<file path="config.mk">
export PLATFORM = sky130hd
export DESIGN_NAME = range_encoder_byte_output_core_flat
export DESIGN_NICKNAME = d
export VERILOG_FILES = /design/src/rtl/rbo_pkg.sv /design/src/rtl/rbo_stream_if.sv /design/src/rtl/rbo_div.sv /design/src/rtl/range_encoder_byte_output_core.sv /design/src/flat_wrapper.sv
export SDC_FILE = /design/constraint.sdc
export NUM_CORES = 1
export LEC_CHECK = 0
export ABC_AREA = 1
export BUFFER_PORTS_ARGS = -buffer_cell sky130_fd_sc_hd__buf_2
export CAP_MARGIN = 10
export CORE_MARGIN = 8
export CORE_UTILIZATION = 40
export DETAILED_ROUTE_END_ITERATION = 12
export GPL_ROUTABILITY_DRIVEN = 0
export SYNTH_ARGS = -nofsm -noshare
export SYNTH_HDL_FRONTEND = slang
export SYNTH_SLANG_ARGS = --single-unit
</file>
<file path="constraint.sdc">
create_clock -name clk -period 6.82 [get_ports clk]
set_input_delay 1.023 -clock clk [delete_from_list [all_inputs] [get_ports clk]]
set_output_delay 1.023 -clock clk [all_outputs]
set_load 0.03 [all_outputs]
</file>
<file path="src/rtl/rbo_pkg.sv">
// ----------------------------------------------------------------------------
// rbo_pkg
// Types and constants shared by the range encoder byte output block.
// ----------------------------------------------------------------------------
package rbo_pkg;

    localparam int WORD_W    = 32;
    localparam int BYTE_W    = 8;
    localparam int CUM_W     = 16;
    localparam int FREQ_W    = 8;
    localparam int TOTAL_W   = 16;
    localparam int TOP_SHIFT = 24;
    localparam int CNT_W     = $clog2(WORD_W);
    localparam int MUL_W     = CUM_W + WORD_W;

    localparam logic [WORD_W-1:0] LOW_INIT  = '0;
    localparam logic [WORD_W-1:0] HIGH_INIT = 32'hFFFF_FFFF;
    localparam logic [BYTE_W-1:0] BYTE_FILL = 8'hFF;

    // Operation codes
    localparam logic OP_ENCODE = 1'b0;
    localparam logic OP_FLUSH  = 1'b1;

    // One input request
    typedef struct packed {
        logic               operation;
        logic [CUM_W-1:0]   cum_start;
        logic [FREQ_W-1:0]  freq;
        logic [TOTAL_W-1:0] total;
    } sym_item_t;

    // One output request
    typedef struct packed {
        logic [BYTE_W-1:0] out_byte;
        logic              last_of_run;
    } byte_item_t;

    // Divider status towards the sequencer
    typedef struct packed {
        logic done;
        logic quot_zero;
    } div_stat_t;

endpackage

</file>
<file path="src/rtl/rbo_stream_if.sv">
// ----------------------------------------------------------------------------
// Stream interfaces
// Valid/ready channels for symbol requests and output byte requests.
// ----------------------------------------------------------------------------
interface rbo_sym_if;
    logic               valid;
    logic               ready;
    rbo_pkg::sym_item_t data;

    modport source (output valid, output data, input ready);
    modport sink   (input valid, input data, output ready);
endinterface

interface rbo_byte_if;
    logic                valid;
    logic                ready;
    rbo_pkg::byte_item_t data;

    modport source (output valid, output data, input ready);
    modport sink   (input valid, input data, output ready);
endinterface

</file>
<file path="src/rtl/rbo_div.sv">
// ----------------------------------------------------------------------------
// rbo_div
// Restoring divider, 32-bit dividend by 16-bit divisor, one quotient bit
// per cycle. A zero divisor yields an all-ones quotient.
// ----------------------------------------------------------------------------
module rbo_div (
    input  logic                          clk,
    input  logic                          rst_n,
    input  logic                          start,
    input  logic [rbo_pkg::WORD_W-1:0]    num,
    input  logic [rbo_pkg::TOTAL_W-1:0]   den,
    output logic [rbo_pkg::WORD_W-1:0]    quot,
    output rbo_pkg::div_stat_t            stat
);

    logic [rbo_pkg::WORD_W-1:0]  quot_reg, quot_next;
    logic [rbo_pkg::TOTAL_W-1:0] rem_reg, rem_next;
    logic [rbo_pkg::CNT_W-1:0]   cnt_reg, cnt_next;
    logic                        busy_reg, busy_next;
    logic                        done_reg, done_next;

    logic [rbo_pkg::TOTAL_W:0]   trial;
    logic [rbo_pkg::TOTAL_W:0]   den_ext;
    logic                        fits;

    // one restoring step
    assign trial   = {rem_reg, quot_reg[rbo_pkg::WORD_W-1]};
    assign den_ext = {1'b0, den};
    assign fits    = (trial >= den_ext);

    always_comb
    begin
        quot_next = quot_reg;
        rem_next  = rem_reg;
        cnt_next  = cnt_reg;
        busy_next = busy_reg;
        done_next = 1'b0;
        if (start)
        begin
            quot_next = num;
            rem_next  = '0;
            cnt_next  = '0;
            busy_next = 1'b1;
        end
        else if (busy_reg)
        begin
            if (fits)
            begin
                rem_next = rbo_pkg::TOTAL_W'(trial - den_ext);
            end
            else
            begin
                rem_next = trial[rbo_pkg::TOTAL_W-1:0];
            end
            quot_next = {quot_reg[rbo_pkg::WORD_W-2:0], fits};
            cnt_next  = cnt_reg + 1'b1;
            if (cnt_reg == rbo_pkg::CNT_W'(rbo_pkg::WORD_W - 1))
            begin
                busy_next = 1'b0;
                done_next = 1'b1;
            end
        end
    end

    // control state
    always_ff @(posedge clk or negedge rst_n)
    begin
        if (!rst_n)
        begin
            busy_reg <= 1'b0;
            done_reg <= 1'b0;
            cnt_reg  <= '0;
        end
        else
        begin
            busy_reg <= busy_next;
            done_reg <= done_next;
            cnt_reg  <= cnt_next;
        end
    end

    // datapath
    always_ff @(posedge clk)
    begin
        quot_reg <= quot_next;
        rem_reg  <= rem_next;
    end

    assign quot           = quot_reg;
    assign stat.done      = done_reg;
    assign stat.quot_zero = (quot_reg == '0);

endmodule

</file>
<file path="src/rtl/range_encoder_byte_output_core.sv">
// ----------------------------------------------------------------------------
// range_encoder_byte_output_core
// Carry-less 32-bit range encoder emitting the compressed bytes of each request.
// ----------------------------------------------------------------------------
// Takes one symbol or flush request at a time; sym_chan.ready is high only
// between requests. An encode request runs the bit-serial restoring divider
// that forms mult, then a shared 16x32 multiplier used twice for the new low
// and high bounds, then the byte shift loop. When mult comes out zero, the
// four bytes of low are shifted out and the division runs again. Bytes leave
// through an output register with one byte held back, so the final byte of
// each request can carry last_of_run; a byte waiting on byte_chan stalls the
// shift loop.
// ----------------------------------------------------------------------------
module range_encoder_byte_output_core (
    input  logic      clk,
    input  logic      rst_n,
    rbo_sym_if.sink   sym_chan,
    rbo_byte_if.source byte_chan
);

    // sequencer states
    localparam logic [3:0] ST_IDLE     = 4'd0;
    localparam logic [3:0] ST_DIV_GO   = 4'd1;
    localparam logic [3:0] ST_DIV_WAIT = 4'd2;
    localparam logic [3:0] ST_CHECK    = 4'd3;
    localparam logic [3:0] ST_MUL_LOW  = 4'd4;
    localparam logic [3:0] ST_ADD_LOW  = 4'd5;
    localparam logic [3:0] ST_MUL_HIGH = 4'd6;
    localparam logic [3:0] ST_ADD_HIGH = 4'd7;
    localparam logic [3:0] ST_SHIFT    = 4'd8;
    localparam logic [3:0] ST_FINISH   = 4'd9;

    logic [3:0]                 state_reg, state_next;
    logic [rbo_pkg::WORD_W-1:0] low_reg, low_next;
    logic [rbo_pkg::WORD_W-1:0] high_reg, high_next;
    logic                       redo_reg, redo_next;
    rbo_pkg::sym_item_t         item_reg, item_next;
    logic [rbo_pkg::WORD_W-1:0] prod_reg, prod_next;
    logic [rbo_pkg::BYTE_W-1:0] pend_reg, pend_next;
    logic                       pend_valid_reg, pend_valid_next;
    rbo_pkg::byte_item_t        out_reg, out_next;
    logic                       out_valid_reg, out_valid_next;

    logic                       sym_fire;
    logic                       out_free;
    logic                       tops_agree;
    logic                       div_start;
    logic [rbo_pkg::WORD_W-1:0] span;
    logic [rbo_pkg::WORD_W-1:0] mult;
    rbo_pkg::div_stat_t         div_stat;
    logic [rbo_pkg::CUM_W-1:0]  mul_a;
    logic [rbo_pkg::MUL_W-1:0]  mul_full;
    logic [rbo_pkg::BYTE_W-1:0] top_high;
    logic [rbo_pkg::BYTE_W-1:0] top_low;

    assign sym_chan.ready = (state_reg == ST_IDLE);
    assign sym_fire       = sym_chan.valid && sym_chan.ready;
    assign out_free       = !out_valid_reg || byte_chan.ready;

    assign top_high   = high_reg[rbo_pkg::WORD_W-1:rbo_pkg::TOP_SHIFT];
    assign top_low    = low_reg[rbo_pkg::WORD_W-1:rbo_pkg::TOP_SHIFT];
    assign tops_agree = (top_high == top_low);

    // shared divider
    assign span      = high_reg - low_reg;
    assign div_start = (state_reg == ST_DIV_GO);

    rbo_div u_div (
        .clk   (clk),
        .rst_n (rst_n),
        .start (div_start),
        .num   (span),
        .den   (item_reg.total),
        .quot  (mult),
        .stat  (div_stat)
    );

    // shared multiplier: cum_start first, then freq
    assign mul_a    = (state_reg == ST_MUL_LOW) ? item_reg.cum_start
                                                : rbo_pkg::CUM_W'(item_reg.freq);
    assign mul_full = mul_a * mult;

    // sequencer
    always_comb
    begin
        state_next      = state_reg;
        low_next        = low_reg;
        high_next       = high_reg;
        redo_next       = redo_reg;
        item_next       = item_reg;
        prod_next       = prod_reg;
        pend_next       = pend_reg;
        pend_valid_next = pend_valid_reg;
        out_next        = out_reg;
        out_valid_next  = out_valid_reg;

        // output register drains on its own handshake
        if (out_valid_reg && byte_chan.ready)
        begin
            out_valid_next = 1'b0;
        end

        case (state_reg)
            ST_IDLE:
            begin
                if (sym_fire)
                begin
                    item_next = sym_chan.data;
                    redo_next = 1'b0;
                    if (sym_chan.data.operation == rbo_pkg::OP_FLUSH)
                    begin
                        // collapse the interval to low
                        high_next  = low_reg;
                        state_next = ST_SHIFT;
                    end
                    else
                    begin
                        state_next = ST_DIV_GO;
                    end
                end
            end
            ST_DIV_GO:
            begin
                state_next = ST_DIV_WAIT;
            end
            ST_DIV_WAIT:
            begin
                if (div_stat.done)
                begin
                    state_next = ST_CHECK;
                end
            end
            ST_CHECK:
            begin
                if (div_stat.quot_zero)
                begin
                    // range too narrow: flush low, then divide again
                    high_next  = low_reg;
                    redo_next  = 1'b1;
                    state_next = ST_SHIFT;
                end
                else
                begin
                    state_next = ST_MUL_LOW;
                end
            end
            ST_MUL_LOW:
            begin
                prod_next  = mul_full[rbo_pkg::WORD_W-1:0];
                state_next = ST_ADD_LOW;
            end
            ST_ADD_LOW:
            begin
                low_next   = low_reg + prod_reg;
                state_next = ST_MUL_HIGH;
            end
            ST_MUL_HIGH:
            begin
                prod_next  = mul_full[rbo_pkg::WORD_W-1:0];
                state_next = ST_ADD_HIGH;
            end
            ST_ADD_HIGH:
            begin
                high_next  = low_reg + prod_reg - rbo_pkg::WORD_W'(1);
                state_next = ST_SHIFT;
            end
            ST_SHIFT:
            begin
                if (tops_agree)
                begin
                    // hold one byte back so the final one can be marked
                    if (!pend_valid_reg || out_free)
                    begin
                        if (pend_valid_reg)
                        begin
                            out_next.out_byte    = pend_reg;
                            out_next.last_of_run = 1'b0;
                            out_valid_next       = 1'b1;
                        end
                        pend_next       = top_high;
                        pend_valid_next = 1'b1;
                        low_next        = {low_reg[rbo_pkg::TOP_SHIFT-1:0],
                                           rbo_pkg::BYTE_W'(0)};
                        high_next       = {high_reg[rbo_pkg::TOP_SHIFT-1:0],
                                           rbo_pkg::BYTE_FILL};
                    end
                end
                else if (redo_reg)
                begin
                    redo_next  = 1'b0;
                    state_next = ST_DIV_GO;
                end
                else
                begin
                    state_next = ST_FINISH;
                end
            end
            ST_FINISH:
            begin
                if (!pend_valid_reg)
                begin
                    state_next = ST_IDLE;
                end
                else if (out_free)
                begin
                    out_next.out_byte    = pend_reg;
                    out_next.last_of_run = 1'b1;
                    out_valid_next       = 1'b1;
                    pend_valid_next      = 1'b0;
                    state_next           = ST_IDLE;
                end
            end
            default:
            begin
                state_next = ST_IDLE;
            end
        endcase
    end

    // control state and bounds
    always_ff @(posedge clk or negedge rst_n)
    begin
        if (!rst_n)
        begin
            state_reg      <= ST_IDLE;
            low_reg        <= rbo_pkg::LOW_INIT;
            high_reg       <= rbo_pkg::HIGH_INIT;
            redo_reg       <= 1'b0;
            pend_valid_reg <= 1'b0;
            out_valid_reg  <= 1'b0;
        end
        else
        begin
            state_reg      <= state_next;
            low_reg        <= low_next;
            high_reg       <= high_next;
            redo_reg       <= redo_next;
            pend_valid_reg <= pend_valid_next;
            out_valid_reg  <= out_valid_next;
        end
    end

    // payload
    always_ff @(posedge clk)
    begin
        item_reg <= item_next;
        prod_reg <= prod_next;
        pend_reg <= pend_next;
        out_reg  <= out_next;
    end

    assign byte_chan.valid = out_valid_reg;
    assign byte_chan.data  = out_reg;

endmodule

</file>
<file path="src/flat_wrapper.sv">
// flat-port wrapper written by rule: the top's interface ports become plain ports
module range_encoder_byte_output_core_flat 
  (clk, rst_n, sym_chan_valid, sym_chan_data, sym_chan_ready, byte_chan_valid, byte_chan_data, byte_chan_ready);
  rbo_sym_if sym_chan_i ();
  rbo_byte_if byte_chan_i ();
  input  logic clk;
  input  logic rst_n;
  input wire logic [$bits(sym_chan_i.valid)-1:0] sym_chan_valid;
  input wire logic [$bits(sym_chan_i.data)-1:0] sym_chan_data;
  output wire logic [$bits(sym_chan_i.ready)-1:0] sym_chan_ready;
  output wire logic [$bits(byte_chan_i.valid)-1:0] byte_chan_valid;
  output wire logic [$bits(byte_chan_i.data)-1:0] byte_chan_data;
  input wire logic [$bits(byte_chan_i.ready)-1:0] byte_chan_ready;
  assign sym_chan_i.valid = sym_chan_valid;
  assign sym_chan_i.data = sym_chan_data;
  assign sym_chan_ready = sym_chan_i.ready;
  assign byte_chan_valid = byte_chan_i.valid;
  assign byte_chan_data = byte_chan_i.data;
  assign byte_chan_i.ready = byte_chan_ready;
  range_encoder_byte_output_core u_core (.clk(clk), .rst_n(rst_n), .sym_chan(sym_chan_i), .byte_chan(byte_chan_i));
endmodule
</file>
==> run metrics <==
status=finished clean; mux contribution to synthesized area=0%; CP Launch Type=flip-flop; die height=272 um; post-route DRC violation count=0; largest net degree at the start of global routing=58; initial antenna violation count=1; final WL=82100 um; FF+latch count, synth=215; Synth async-reset ratio=36.3%; Initial Util=40.2%; Inserted Clock Buffers=25; Synth Area in Compound Gates=8.75%; dpl cells=4349; slowest CP cell=fa_1; setup ws final=0.279 ns; final hold vios=0; CTS Sinks=215; Crit path required time=7.11 ns; simple-gate share of the synthesized area=23.2%; Reg-to-Reg Start=u_core.state_reg[3]$_DFFE_PN0P_; Post-Syn Area=26200 um^2; number of DRC markers in iteration 0=1874; Worst Tran Pin Value=1.10 ns; Final min period=6.54 ns; mean post-synth cell area=7.64 um^2; Clock transition at path regs=0.06 ns; Crit path arrival time=6.83 ns; post-cts hold buffer count=0; Total GRT Usage=21.9%; critical path class=reg -> reg; yosys synthesis warning count=0; Largest register FFs=40; final setup skew=0.0216 ns; fin nets=4010; setup violators final=0; final worst-path cycle share=95.9%; Max-Cap Viols=0; share of layout cells above drive strength 1=8.75%; worst hold path class=in -> async; Die ar.=74000 um^2; clk_lat worst skew=0.55 ns; first-pass GRT wire length=127000 um; fill cell count=6694; Synthesized Nets=3928; cell count after synthesis=3430; port bufs=55; gr ovfl total=0; Max Root-Sink Buffers=3; vias per cell=5.17; TritonCTS clock tree=built; Rows=94; area grow syn2layout=10.2%; Post-Layout Cell Count=4396; worst hold slack=0.372 ns; main combinational cell family by area after synthesis=adder cells; CP Capture Type=flip-flop; I/O pins=56; Avg WL per Cell=18.7 um; vias post-DR=22700; core area=65300 um^2; DP HPWL=67400 um; Post-Synth Adder-Cell Area=30.4%; Relative slew margins=26.6%; number of synthesized flops with an enable pin=121; Max Clk Rate=153 MHz; Post-Synth XOR/XNOR Area=3.20%; crit path from=u_core.state_reg[3]$_DFFE_PN0P_; post-synthesis sequential area ratio=22.7%; post-synth cell types=60; Setup Buffers After CTS=0; Largest stage delay, worst path=0.56 ns; pre-CTS WS=0.0358 ns; main flop type after synthesis=edfxtp_1; vias in the first global route=22800; first-pass detailed-route iteration total=5; Die Width=272 um; CTS Root Cell=clkbuf_16; H-tree levels=1; crit-path max FO=19; Routed Antenna Nets=0; Pins Over Slew Limit=0
[per-layer routing]
layer,vias up,share of wire [%],global-route usage (%)
met5,-,0,0
met1,10800,43,29.4
li1,10800,-,-
met4,0,5.0,8.90
met2,923,44,35.2
met3,191,7.5,3.23
[worst paths after layout]
path | to | slack, ns | cells past startpoint
max in group asynchronous | u_core.state_reg[3]$_DFFE_PN0P_ | 5.30 | 2
max | u_core.prod_reg[31]$_DFFE_PP_ | 0.28 | 28
min in group clk | u_core.byte_chan.data[3]$_DFFE_PP_ | 0.42 | 0
max reg2reg | u_core.prod_reg[31]$_DFFE_PP_ | 0.28 | 28
min reg2reg | u_core.byte_chan.data[3]$_DFFE_PP_ | 0.42 | 0
min | u_core.low_reg[28]$_DFFE_PN0P_ | 0.37 | 1
[per-stage QoR]
step | instance area, um^2 | setup TNS, ns | util [%]
2_1_floorplan | 26200 | 0 | -
3_3_place_gp | 28000 | 0 | 42.9
3_5_place_dp | 28000 | 0 | 42.9
4_1_cts | 28900 | 0 | 44.2
5_1_grt | 28900 | -0.0529 | 44.3
6_report | 28900 | 0 | 44.3
[cells by family after synthesis]
group,after synthesis
AO/OA/AOI/OAI,399
XOR/XNOR,89
adder cells (fa/ha/maj),453
buffers and inverters,815
flip-flops,215
AND/OR/NAND/NOR,1459
[cell usage in the layout (no fill, tap or decap), types with 8 or more instances in the layout]
cell,instances
a21o_1,10
a21oi_1,119
a22oi_1,16
buf_2,54
buf_4,83
clkbuf_16,27
clkinv_1,12
dfrtp_1,44
dfstp_2,32
dfxtp_1,16
edfxtp_1,121
fa_1,305
ha_1,145
inv_1,707
inv_2,8
nand2_1,808
nand2_2,10
nand3_1,127
nand3b_1,10
nand4_1,43
nor2_1,366
nor2_2,18
nor3_1,19
nor4_1,12
o211ai_1,19
o21a_1,10
o21ai_0,140
o21ai_1,9
o22ai_1,35
or2_2,19
xnor2_1,39
xor2_1,45
[cell usage after synthesis, types with 13 or more instances]
cell / count / area share (%)
nor2_1: 371 / 5.3
xor2_1: 45 / 1.5
nand2_1: 808 / 12
nor2_2: 16 / 0.38
edfxtp_1: 121 / 14
a22oi_1: 16 / 0.46
nor3_1: 20 / 0.38
dfxtp_1: 16 / 1.2
o22ai_1: 35 / 0.84
fa_1: 307 / 23
inv_1: 708 / 10
o21ai_0: 142 / 2.7
o211ai_1: 19 / 0.54
a21oi_1: 121 / 2.3
ha_1: 146 / 7.0
nor4_1: 13 / 0.31
nand3_1: 127 / 2.4
dfstp_2: 32 / 3.2
dfrtp_1: 46 / 4.4
clkbuf_1: 76 / 1.1
xnor2_1: 39 / 1.3
or2_2: 19 / 0.45
nand4_1: 43 / 1.0
[repair_timing]
action                                  CTS  global route
endpoints found under the setup margin    1             9
pin swaps                                 0             0
resized for setup                         1            15
[worst max-delay path, delay by kind of cell, from the launching register on]
| kind | cells | cell delay [ns] |
|---|---|---|
| flip-flops | 1 | 0.44 |
| AO/OA/AOI/OAI | 5 | 0.78 |
| buffers and inverters | 9 | 0.72 |
| AND/OR/NAND/NOR | 7 | 0.90 |
| adder cells (fa/ha/maj) | 7 | 3.45 |
[cell type report]
type | count | area (um^2) | share of cell area (%)
multi-input cells | 2400 | 17300 | 59.7
flip-flops and latches | 215 | 5950 | 20.6
inverters | 726 | 2730 | 9.44
well taps | 864 | 1080 | 3.74
repair buffers | 144 | 1030 | 3.58
clock buffers | 34 | 726 | 2.51
clock inverters | 12 | 114 | 0.394
diodes | 1 | 2.50 | 0.00866
Power is left out: the tool's default activity adds up to more than one toggle a clock period on the data nets, which glitch-free logic cannot reach.
